$ cat config.mk
export PLATFORM = sky130hd
export DESIGN_NAME = led_chaser_pwm_controller
export DESIGN_NICKNAME = d
export VERILOG_FILES = /design/src/rtl/lcp_pkg.sv /design/src/rtl/lcp_core.sv /design/src/rtl/lcp_out_buf.sv /design/src/rtl/led_chaser_pwm_controller.sv
export SDC_FILE = /design/constraint.sdc
export NUM_CORES = 1
export LEC_CHECK = 0
export ABC_CLOCK_PERIOD_IN_PS = 10350
export BUFFER_PORTS_ARGS = -buffer_cell sky130_fd_sc_hd__buf_4
export CAP_MARGIN = 20
export CORE_AREA = 2 2 114 116
export DETAILED_ROUTE_END_ITERATION = 16
export DIE_AREA = 0 0 116 118
export GPL_TIMING_DRIVEN = 0
export PLACE_DENSITY = 0.78
export SLEW_MARGIN = 20
export SYNTH_ARGS = -nofsm -noshare
export SYNTH_HDL_FRONTEND = slang
export SYNTH_HIERARCHICAL = 1
export SYNTH_SLANG_ARGS = --single-unit
$ cat constraint.sdc
create_clock -name clk -period 10.35 [get_ports clk]
set_clock_uncertainty 0.05 [all_clocks]
set_input_delay 1.5525 -clock clk [delete_from_list [all_inputs] [get_ports clk]]
set_output_delay 1.5525 -clock clk [all_outputs]
set_load 0.05 [all_outputs]
$ cat src/rtl/lcp_pkg.sv
`default_nettype none
package lcp_pkg;

  // LED count is fixed by the pattern tables
  localparam int LED_COUNT = 8;

  // key codes
  localparam logic [2:0] KEY_NONE = 3'd0;
  localparam logic [2:0] KEY_MODE = 3'd1;
  localparam logic [2:0] KEY_RUN  = 3'd2;
  localparam logic [2:0] KEY_DOWN = 3'd3;
  localparam logic [2:0] KEY_UP   = 3'd4;

  // operating modes
  localparam logic [1:0] MODE_SHOW     = 2'd0;
  localparam logic [1:0] MODE_PATTERN  = 2'd1;
  localparam logic [1:0] MODE_INTERVAL = 2'd2;

  // pattern codes
  localparam logic [2:0] PAT_NONE = 3'd0;
  localparam logic [2:0] PAT_LR   = 3'd1;
  localparam logic [2:0] PAT_RL   = 3'd2;
  localparam logic [2:0] PAT_IN   = 3'd3;
  localparam logic [2:0] PAT_OUT  = 3'd4;

  // frame interval limits, in ticks
  localparam logic [10:0] INTERVAL_MIN  = 11'd400;
  localparam logic [10:0] INTERVAL_MAX  = 11'd1200;
  localparam logic [10:0] INTERVAL_STEP = 11'd100;

  // sample thresholds: volts = floor(v / 51)
  localparam logic [7:0] ADC_2V = 8'd102;
  localparam logic [7:0] ADC_3V = 8'd153;
  localparam logic [7:0] ADC_4V = 8'd204;

  // duty per band
  localparam logic [6:0] DUTY_L1 = 7'd90;
  localparam logic [6:0] DUTY_L2 = 7'd50;
  localparam logic [6:0] DUTY_L3 = 7'd10;
  localparam logic [6:0] DUTY_L4 = 7'd0;

  localparam logic [7:0] LEDS_OFF = 8'hff;

  typedef struct packed {
    logic [2:0] key;
    logic       adc_valid;
    logic [7:0] adc_value;
  } item_t;

  typedef struct packed {
    logic [7:0]  led_drive;
    logic [1:0]  mode_now;
    logic [2:0]  pattern_now;
    logic [10:0] interval_now;
    logic [2:0]  level_now;
    logic        running_now;
  } result_t;

  // frame table lookup; unknown pattern keeps the current byte
  function automatic logic [7:0] pattern_frame(input logic [2:0] p, input logic [2:0] idx,
                                               input logic [7:0] keep);
    logic [7:0] b;
    b = keep;
    case (p)
      PAT_LR: begin
        case (idx)
          3'd0: b = 8'h7f;
          3'd1: b = 8'hbf;
          3'd2: b = 8'hdf;
          3'd3: b = 8'hef;
          3'd4: b = 8'hf7;
          3'd5: b = 8'hfb;
          3'd6: b = 8'hfd;
          default: b = 8'hfe;
        endcase
      end
      PAT_RL: begin
        case (idx)
          3'd0: b = 8'hfe;
          3'd1: b = 8'hfd;
          3'd2: b = 8'hfb;
          3'd3: b = 8'hf7;
          3'd4: b = 8'hef;
          3'd5: b = 8'hdf;
          3'd6: b = 8'hbf;
          default: b = 8'h7f;
        endcase
      end
      PAT_IN: begin
        case (idx[1:0])
          2'd0: b = 8'h7e;
          2'd1: b = 8'hbd;
          2'd2: b = 8'hdb;
          default: b = 8'he7;
        endcase
      end
      PAT_OUT: begin
        case (idx[1:0])
          2'd0: b = 8'he7;
          2'd1: b = 8'hdb;
          2'd2: b = 8'hbd;
          default: b = 8'h7e;
        endcase
      end
      default: b = keep;
    endcase
    return b;
  endfunction

endpackage
`default_nettype wire

$ cat src/rtl/lcp_core.sv
`default_nettype none
module lcp_core import lcp_pkg::*; #(
  parameter int PWM_PERIOD = 100
) (
  input  wire logic    clk,
  input  wire logic    rst,
  input  wire logic    step,
  input  wire item_t   item,
  output result_t      result
);

  localparam int PHASE_W = (PWM_PERIOD > 2) ? $clog2(PWM_PERIOD) : 1;
  localparam logic [PHASE_W-1:0] PHASE_LAST = PHASE_W'(PWM_PERIOD - 1);

  logic [1:0]         mode_reg, mode_reg_next;
  logic [2:0]         current_pattern, current_pattern_next;
  logic [10:0]        frame_interval, frame_interval_next;
  logic               run_flag, run_flag_next;
  logic [6:0]         duty, duty_next;
  logic [2:0]         level, level_next;
  logic [PHASE_W-1:0] pwm_phase, pwm_phase_next;
  logic [10:0]        frame_ticks, frame_ticks_next;
  logic [2:0]         frame_index, frame_index_next;
  logic [7:0]         frame_byte, frame_byte_next;

  logic [3:0]  pat_len;
  logic [11:0] ticks_inc;
  logic [3:0]  idx_inc;
  logic [7:0]  drive;

  // one tick: key, then sample, then animation, then PWM
  always_comb begin
    mode_reg_next        = mode_reg;
    current_pattern_next = current_pattern;
    frame_interval_next  = frame_interval;
    run_flag_next        = run_flag;
    duty_next            = duty;
    level_next           = level;
    frame_ticks_next     = frame_ticks;
    frame_index_next     = frame_index;
    frame_byte_next      = frame_byte;

    // keys
    case (item.key)
      KEY_MODE: mode_reg_next = (mode_reg >= MODE_INTERVAL) ? MODE_SHOW : mode_reg + 2'd1;
      KEY_RUN:  run_flag_next = ~run_flag;
      KEY_DOWN: begin
        if (mode_reg == MODE_PATTERN) begin
          current_pattern_next = (current_pattern <= PAT_LR || current_pattern > PAT_OUT)
                                 ? PAT_OUT : current_pattern - 3'd1;
          frame_index_next = 3'd0;
          frame_ticks_next = 11'd0;
        end else if (mode_reg == MODE_INTERVAL) begin
          frame_interval_next = (frame_interval < INTERVAL_MIN + INTERVAL_STEP)
                                ? INTERVAL_MAX : frame_interval - INTERVAL_STEP;
        end
      end
      KEY_UP: begin
        if (mode_reg == MODE_PATTERN) begin
          current_pattern_next = (current_pattern >= PAT_OUT) ? PAT_LR : current_pattern + 3'd1;
          frame_index_next = 3'd0;
          frame_ticks_next = 11'd0;
        end else if (mode_reg == MODE_INTERVAL) begin
          frame_interval_next = (frame_interval > INTERVAL_MAX - INTERVAL_STEP)
                                ? INTERVAL_MIN : frame_interval + INTERVAL_STEP;
        end
      end
      default: ;
    endcase

    // light level band
    if (item.adc_valid) begin
      if (item.adc_value < ADC_2V) begin
        duty_next = DUTY_L1; level_next = 3'd1;
      end else if (item.adc_value < ADC_3V) begin
        duty_next = DUTY_L2; level_next = 3'd2;
      end else if (item.adc_value < ADC_4V) begin
        duty_next = DUTY_L3; level_next = 3'd3;
      end else begin
        duty_next = DUTY_L4; level_next = 3'd4;
      end
    end

    // animation
    pat_len   = (current_pattern_next == PAT_LR || current_pattern_next == PAT_RL)
                ? 4'(LED_COUNT) : 4'(LED_COUNT / 2);
    ticks_inc = 12'd0;
    idx_inc   = 4'd0;
    if (mode_reg_next == MODE_SHOW && run_flag_next &&
        current_pattern_next >= PAT_LR && current_pattern_next <= PAT_OUT) begin
      if ({1'b0, frame_index_next} >= pat_len)
        frame_index_next = 3'd0;
      if (frame_ticks_next == 11'd0)
        frame_byte_next = pattern_frame(current_pattern_next, frame_index_next, frame_byte);
      ticks_inc = {1'b0, frame_ticks_next} + 12'd1;
      if (ticks_inc >= {1'b0, frame_interval_next}) begin
        frame_ticks_next = 11'd0;
        idx_inc = {1'b0, frame_index_next} + 4'd1;
        frame_index_next = (idx_inc >= pat_len) ? 3'd0 : idx_inc[2:0];
      end else begin
        frame_ticks_next = ticks_inc[10:0];
      end
    end

    // PWM gating
    pwm_phase_next = (pwm_phase == PHASE_LAST) ? '0 : pwm_phase + 1'b1;
    drive = (8'(pwm_phase_next) < {1'b0, duty_next}) ? frame_byte_next : LEDS_OFF;
    if (!run_flag_next)
      drive = LEDS_OFF;

    result.led_drive    = drive;
    result.mode_now     = mode_reg_next;
    result.pattern_now  = current_pattern_next;
    result.interval_now = frame_interval_next;
    result.level_now    = level_next;
    result.running_now  = run_flag_next;
  end

  // state registers, updated on each accepted tick
  always_ff @(posedge clk) begin
    if (rst) begin
      mode_reg        <= MODE_SHOW;
      current_pattern <= PAT_NONE;
      frame_interval  <= INTERVAL_MIN;
      run_flag        <= 1'b1;
      duty            <= 7'd0;
      level           <= 3'd0;
      pwm_phase       <= '0;
      frame_ticks     <= 11'd0;
      frame_index     <= 3'd0;
      frame_byte      <= LEDS_OFF;
    end else if (step) begin
      mode_reg        <= mode_reg_next;
      current_pattern <= current_pattern_next;
      frame_interval  <= frame_interval_next;
      run_flag        <= run_flag_next;
      duty            <= duty_next;
      level           <= level_next;
      pwm_phase       <= pwm_phase_next;
      frame_ticks     <= frame_ticks_next;
      frame_index     <= frame_index_next;
      frame_byte      <= frame_byte_next;
    end
  end

endmodule
`default_nettype wire

$ cat src/rtl/lcp_out_buf.sv
`default_nettype none
module lcp_out_buf import lcp_pkg::*; (
  input  wire logic    clk,
  input  wire logic    rst,
  input  wire logic    push,
  input  wire result_t push_data,
  output logic         has_room,
  output logic         result_valid,
  input  wire logic    result_ready,
  output result_t      result
);

  logic    skid_valid;
  result_t skid;

  // a skid entry lets one more transfer in while the output stalls
  assign has_room = ~skid_valid;

  always_ff @(posedge clk) begin
    if (rst) begin
      result_valid <= 1'b0;
      skid_valid   <= 1'b0;
    end else if (!result_valid || result_ready) begin
      if (skid_valid) begin
        result_valid <= 1'b1;
        skid_valid   <= 1'b0;
      end else begin
        result_valid <= push;
      end
    end else if (push) begin
      skid_valid <= 1'b1;
    end
  end

  // payload, no reset
  always_ff @(posedge clk) begin
    if (!result_valid || result_ready) begin
      if (skid_valid)
        result <= skid;
      else if (push)
        result <= push_data;
    end else if (push) begin
      skid <= push_data;
    end
  end

endmodule
`default_nettype wire

$ cat src/rtl/led_chaser_pwm_controller.sv
`default_nettype none
// Channel   Direction  Handshake                   Payload
// item      in         item_valid / item_ready     item_t: key, adc_valid, adc_value
// result    out        result_valid / result_ready result_t: led_drive .. running_now
//
// One tick per clock while item_ready is high: a transfer on item updates the
// state and its result is registered in the output buffer before it reaches result.
// The state update is a single combinational pass from the state registers to
// the output register; a two-entry output buffer keeps item_ready high while
// result stalls with an entry free, and it drops only when both entries are full.
// Synchronous reset: show mode, no pattern, 400-tick interval, running, LEDs off.
module led_chaser_pwm_controller import lcp_pkg::*; #(
  parameter int PWM_PERIOD = 100
) (
  input  wire logic    clk,
  input  wire logic    rst,
  input  wire logic    item_valid,
  output logic         item_ready,
  input  wire item_t   item,
  output logic         result_valid,
  input  wire logic    result_ready,
  output result_t      result
);

  logic    step;
  result_t core_result;

  assign step = item_valid & item_ready;

  lcp_core #(.PWM_PERIOD(PWM_PERIOD)) u_core (
    .clk    (clk),
    .rst    (rst),
    .step   (step),
    .item   (item),
    .result (core_result)
  );

  lcp_out_buf u_out (
    .clk          (clk),
    .rst          (rst),
    .push         (step),
    .push_data    (core_result),
    .has_room     (item_ready),
    .result_valid (result_valid),
    .result_ready (result_ready),
    .result       (result)
  );

endmodule
`default_nettype wire
# After elaboration in Yosys (flattened, before gate mapping)
# Index checks and enable logic that the tools add are counted.
word_totals:
  register_bits: 114
  in_bits: 16
  output_inout_bits: 30
  wordCells: 134
op_classes:
  addsub: 8
  magnitude_cmp: 15
  eq_ne: 19
  n_mux: 48
  bitwise: 4
  n_reduce_logical: 16
ops:
  columns: ["operator", "n"]
  rows:
  - ["$pmux 8 s7", 2]
  - ["$mux 11", 10]
  - ["$mux 28", 2]
  - ["$pmux 8 s3", 2]
  - ["$mux 3", 15]
  - ["$mux 8", 4]
  - ["$pmux 8 s4", 1]
  - ["$mux 7", 4]
  - ["$pmux 11 s2", 1]
  - ["$eq 3x2->1 const B", 6]
  - ["$lt 8x8->1 const B", 2]
  - ["$eq 3x3->1 const B", 5]
  - ["$add 11x1->12 const B", 1]
  - ["$ge 12x11->1", 1]
  - ["$add 11x7->11 const B", 1]
  - ["$gt 11x11->1 const B", 1]
  - ["$logic_not 11->1", 1]
  - ["$lt 11x9->1 const B", 1]
  - ["$sub 11x7->11 const B", 1]
  - ["$eq 3x1->1 const B", 3]
  - ["$lt 8x7->1 const B", 1]
  - ["$mux 4", 2]
  - ["$add 7x1->7 const B", 1]
  - ["$eq 7x7->1 const B", 1]
  - ["other kinds (28)", 41]

# Logic depth before layout (Yosys ltp)
logic_depth:
  depth_word: 20
  depth_mapped: 19

# Modules after synthesis
# The synthesis kept the hierarchy.
by_module_without_submodules:
  columns: ["module", "n_inst", "cells_each", "area_each_um2", "seq_area_each_um2"]
  rows:
  - ["lcp_core", 1, 604, 4484.3, 1121.1]
  - ["lcp_out_buf", 1, 97, 2227.1, 1721.7]
  - ["led_chaser_pwm_controller", 1, 1, 6.3, 0.0]

# Worst setup path after synthesis
# OpenSTA, ideal clock, no wires.
synth_path:
  kind: "input to register"
  from: "input item[9] (netlist bit)"
  to: "register u_core.frame_index[0]"
  setup_time_ns: 0.091
  arrival_ns: 5.132
  slack_ns: 5.077
  cell_stages: 18
  n_path_buf: 3
  cell_sequence: "and3b_1 buf_2 o21ai_2 clkbuf_1 nand2_1 inv_1 ha_1 and4_1 xnor2_1 ha_1 o21a_1 o21ai_0 a211oi_1 or4_1 clkbuf_1 nor2_2 nor3_1 a311oi_1"
synth_between:
  elab_chain_len: 13
  elab_cells_between_ends: 31
  cone_classes: "add/sub: 2; order compare: 5; eq/ne: 6; mux: 12; reduce/logical: 6"
synth_rtl:
  columns: ["element", "line_no", "text"]
  rows:
  - ["start: declaration", "led_chaser_pwm_controller.sv:19", "input wire item_t item,"]
  - ["$eq 3x3->1 / $eq 3x2->1 (equally long branches)", "lcp_core.sv:44", "case (item.key)"]
  - ["$pmux 3 s2", "lcp_core.sv:44", null]
  - ["$eq 3x1->1 / $eq 3x2->1 (equally long branches)", "lcp_core.sv:85", "pat_len = (current_pattern_next == PAT_LR || current_pattern_next == PAT_RL)"]
  - ["$logic_or 1x1->1", "lcp_core.sv:85", null]
  - ["$mux 4", "lcp_core.sv:86", "? 4'(LED_COUNT) : 4'(LED_COUNT / 2);"]
  - ["$ge 3x4->1", "lcp_core.sv:91", "if ({1'b0, frame_index_next} >= pat_len)"]
  - ["$mux 3", "lcp_core.sv:91", null]
  - ["$mux 3", "lcp_core.sv:89", "if (mode_reg_next == MODE_SHOW && run_flag_next &&"]
  - ["$add 3x1->4", "lcp_core.sv:98", "idx_inc = {1'b0, frame_index_next} + 4'd1;"]
  - ["$ge 4x4->1", "lcp_core.sv:99", "frame_index_next = (idx_inc >= pat_len) ? 3'd0 : idx_inc[2:0];"]
  - ["$mux 3", "lcp_core.sv:99", null]
  - ["$mux 3", "lcp_core.sv:96", "if (ticks_inc >= {1'b0, frame_interval_next}) begin"]
  - ["$mux 3 *", "lcp_core.sv:89", null]
  - ["end signal: assignment", "lcp_core.sv:141", "frame_index <= frame_index_next;"]
  - ["end: declaration", "lcp_core.sv:23", "logic [2:0] frame_index, frame_index_next;"]
# Mark *: on every way between the ends. The rest lies on a longest branch, timed or not. The select of a mux whose other input is x is not followed.
# A chain may end at the register's enable or synchronous reset.

# Worst setup path after layout
layout_path:
  from: "input item[9] (netlist bit)"
  to: "register u_core.frame_ticks[8]"
layout_between:
  elab_chain_len: 7
  elab_cells_between_ends: 20
  cone_classes: "add/sub: 1; order compare: 3; eq/ne: 4; mux: 7; reduce/logical: 5"
layout_rtl:
  columns: ["element", "line_no", "text"]
  rows:
  - ["$eq 3x2->1 (tied with other cells)", "lcp_core.sv:44", null]
  - ["$reduce_or 2->1 (no source line) / $mux 2 (equally long branches)", null, null]
  - ["$mux 11 / $logic_not 2->1 (equally long branches)", null, null]
  - ["$add 11x1->12 / $logic_and 1x1->1 (equally long branches)", "lcp_core.sv:95, lcp_core.sv:89", null]
  - ["$ge 12x11->1 / $logic_and 1x1->1 (equally long branches)", "lcp_core.sv:96, lcp_core.sv:89", null]
  - ["$mux 11 / $logic_and 1x1->1 (equally long branches)", "lcp_core.sv:96, lcp_core.sv:90", null]
  - ["$mux 11 *", "lcp_core.sv:89", null]
  - ["end signal: assignment", "lcp_core.sv:140", "frame_ticks <= frame_ticks_next;"]
  - ["end: declaration", "lcp_core.sv:22", "logic [10:0] frame_ticks, frame_ticks_next;"]
# Mark *: on every way between the ends. The rest lies on a longest branch, timed or not.

==> qor.csv <==
stage,metric,value,unit
timing,Slew @ Worst Pin,0.742,ns
cts,# resized after CTS,0,
logic_synthesis,YS warnings,6,
grt,vias in the first global route,5556,
timing,f_max,170,MHz
logic_synthesis,"top cells by area, synth","edfxtp_1 (25%), dfxtp_1 (17%), mux2_4 (6.3%)",
die,core area,12400,µm²
worst_hold_path,Hold Path End,u_core/duty[0]$_SDFFE_PP0P_,
critical_path,CP top delay family,simple AND/OR/NAND/NOR gates,
logic_synthesis,register area share after synthesis,0.423,
grt,first-pass GRT wire length,27.8,mm
cts,Sink Count,114,
critical_path,critical path type,input pin to flop,
power_and_ir_drop,leakage,3.08,nW
placed_design,Placer Congestion,0.951,
die,die height,118,µm
timing,Max Slew Vio Count,0,
die,Initial Utilization,0.541,
critical_path,CP startpoint kind,input pin,
critical_path,FF-to-FF path depth,18,
die,Ports,46,
final_layout,"commonest non-fill, non-tap cells in the layout","nor2_1 (86), dfxtp_1 (58), edfxtp_1 (56)",
critical_path,CP max stage delay,0.51,ns
route,drt via density,5.99,
critical_path,Worst setup EP type,flop,
critical_path,Critical path buffers and inverters,5,
cts,Root Buffer,clkbuf_16,
logic_synthesis,"FF+latch count, synth",114,
worst_hold_path,Tightest Hold Check Type,flop to flop,
run,MaxCap Viol Count,0,
logic_synthesis,mean area per synthesized cell,9.57,µm²
status,status,finished clean,
die,chip width,116,µm
logic_synthesis,Post-Syn Instances,702,
placed_design,port bufs,44,
route,final antenna-violating net count,0,
logic_synthesis,Post-synth EDFFs,56,
cts,CTS Buf Count,17,
timing,unrepaired setup endpoints after global routing,false,
final_layout,ANT cells,0,
power_and_ir_drop,pwr dens,164,nW/µm²
route,DRT Pass-1 Iters,6,
logic_synthesis,syn nets,747,
logic_synthesis,Yosys top cell area share,0.250,
logic_synthesis,Mapped Area,6720,µm²
critical_path,arrival time worst endpoint,6.18,ns
cts,cts hold-fix bufs,0,
timing,setup_tns,0,ns
logic_synthesis,count of unique library cells instantiated by Yosys,76,
timing,fin crit period,5.90,ns
critical_path,worst r2r src,u_core/frame_interval[2]$_SDFFE_PP0P_,
final_layout,Area Growth Syn to Fin,17.3,%
cts,clock slew at the register clock pins of the worst setup and hold paths,0.05,ns
timing,Slew headroom,0.505,
critical_path,CP cell instances,buf_4 > and3b_1 > buf_2 > o21ai_2 > clkbuf_1 > nand2_1 > inv_1 > ha_1 > and4_1 > nand3_1 > xor2_1 > nor2_1 > ha_1 > o21ai_0 > a211oi_1 > or4_1 > clkbuf_1 > nor2_2 > nand2_1 > o21ai_0,
grt,Total Routing Usage GR,0.259,
timing,WHS,0.405,ns
logic_synthesis,largest area contributor in the netlist,edfxtp_1,
logic_synthesis,Synth Flop Type,dfxtp_1,
route,WL final,16.8,mm
final_layout,ratio of cells with drive above 1 in the final layout,0.171,
grt,initial antenna violation count,0,
cts,H-tree levels,4,
final_layout,"commonest non-fill, non-tap cell in the layout",nor2_1,
logic_synthesis,Post-synth ARST share,0,
timing,Final Hold Fails,0,
final_layout,fin nets,811,
cts,clock insertion delay at the later pin of the skew report,0.42,ns
power_and_ir_drop,Max IR drop VDD,0.0970,mV
route,Remaining DRCs,0,
cts,CTS tree,yes,
die,Die ar.,13700,µm²
route,DR iter-0 viols,406,
final_layout,biggest regs,"u_out/result x28, u_out/skid x28",
placed_design,hpwl dp,12.5,mm
grt,aggregate global routing overflow,0,
critical_path,worst endpoint required time,10.63,ns
critical_path,"Max FO, Critical Path",10,
critical_path,worst r2r dst,u_core/frame_ticks[8]$_SDFFE_PP0P_,
die,row count,41,
critical_path,slowest CP cell,or4_1,
cts,clk buf depth,2,
critical_path,flop2flop setup slack,5.11,ns
route,via count of the routed design,5700,
worst_hold_path,Hold Path Depth,2,
worst_hold_path,hold wc startpoint,u_core/duty[0]$_SDFFE_PP0P_,
grt,largest net degree at the start of global routing,29,
cts,Post-CTS Setup Bufs,0,
route,drt wl/cell,17.7,µm
timing,Final Cycle Share,0.570,
critical_path,Worst Setup SP,item[9],
timing,# setup viols final,0,
==> logic make-up (layout without fill, tap and decap cells) <==
| logic type | Yosys count | in the layout | share of synthesized area |
|---|---|---|---|
| simple gates | 258 | 258 | 0.193 |
| flops | 114 | 114 | 0.423 |
| mux | 37 | 37 | 0.0762 |
| buf+inv | 73 | 150 | 0.0460 |
| xor+xnor | 17 | 17 | 0.0222 |
| fa+ha+maj | 29 | 29 | 0.0540 |
| compound gates | 174 | 174 | 0.186 |
==> through the flow <==
stage / total power, mW / cells / setup WS [ns] / util / instance area (µm²)
final: 1.29 / 951 / 4.45 / 0.635 / 7880
after global routing: 1.34 / 951 / 4.11 / 0.635 / 7880
after CTS: 1.30 / 951 / 4.54 / 0.635 / 7880
after detailed placement: 0.722 / 919 / 4.16 / 0.587 / 7290
after global placement: 0.715 / 918 / 4.16 / 0.585 / 7260
after floorplan: 0.662 / 702 / 5.08 / - / 6720
==> worst min-delay path, cell delays in order (launching register included) <==
cell and delay (ns):
dfxtp_1 0.29, inv_1 0.06, nor3_1 0.05
==> synth_stat cells, types with 9 or more instances <==
cell and count:
nor2_1 86, dfxtp_1 58, edfxtp_1 56, nand2_1 55, a21oi_1 41, inv_1 31
o21ai_0 31, ha_1 29, clkbuf_1 28, mux2_4 28, nor3_1 23, nand3_1 18
a211oi_1 16, nand2b_1 14, a22oi_1 12, xor2_1 11, a21o_1 10, and3_1 10
nor4_1 9
==> per-layer routing <==
metal	wire (µm)	vias up	global-route usage
li1	-	2716	-
met1	7310	2734	0.340
met2	8070	222	0.410
met3	1120	28	0.0561
met4	326	0	0.114
met5	0	-	0
==> worst max path at each step <==
stage                                          to  depth (start not counted)
2_1_floorplan  u_core/frame_index[0]$_SDFFE_PP0P_                         18
3_3_place_gp   u_core/frame_index[0]$_SDFFE_PP0P_                         20
3_5_place_dp   u_core/frame_index[0]$_SDFFE_PP0P_                         20
4_1_cts        u_core/frame_ticks[8]$_SDFFE_PP0P_                         20
5_1_grt        u_core/frame_index[0]$_SDFFE_PP0P_                         20
6_report       u_core/frame_ticks[8]$_SDFFE_PP0P_                         20
==> report_power, final <==
part,switching (mW),internal [mW],total (mW)
Clock,0.194,0.381,0.574
Combinational,0.133,0.0715,0.205
Sequential,0.0117,0.500,0.512
==> layout make-up <==
type / count / area, µm²
clock inverters: 11 / 136
well taps: 172 / 215
clock buffers: 21 / 450
inverters: 36 / 135
plain buffers: 37 / 174
multi-input cells: 515 / 3580
flip-flops and latches: 114 / 2840
fillers: 1002 / 4530
repair buffers: 45 / 345
Note: power is estimated with default switching activity, not from simulation.
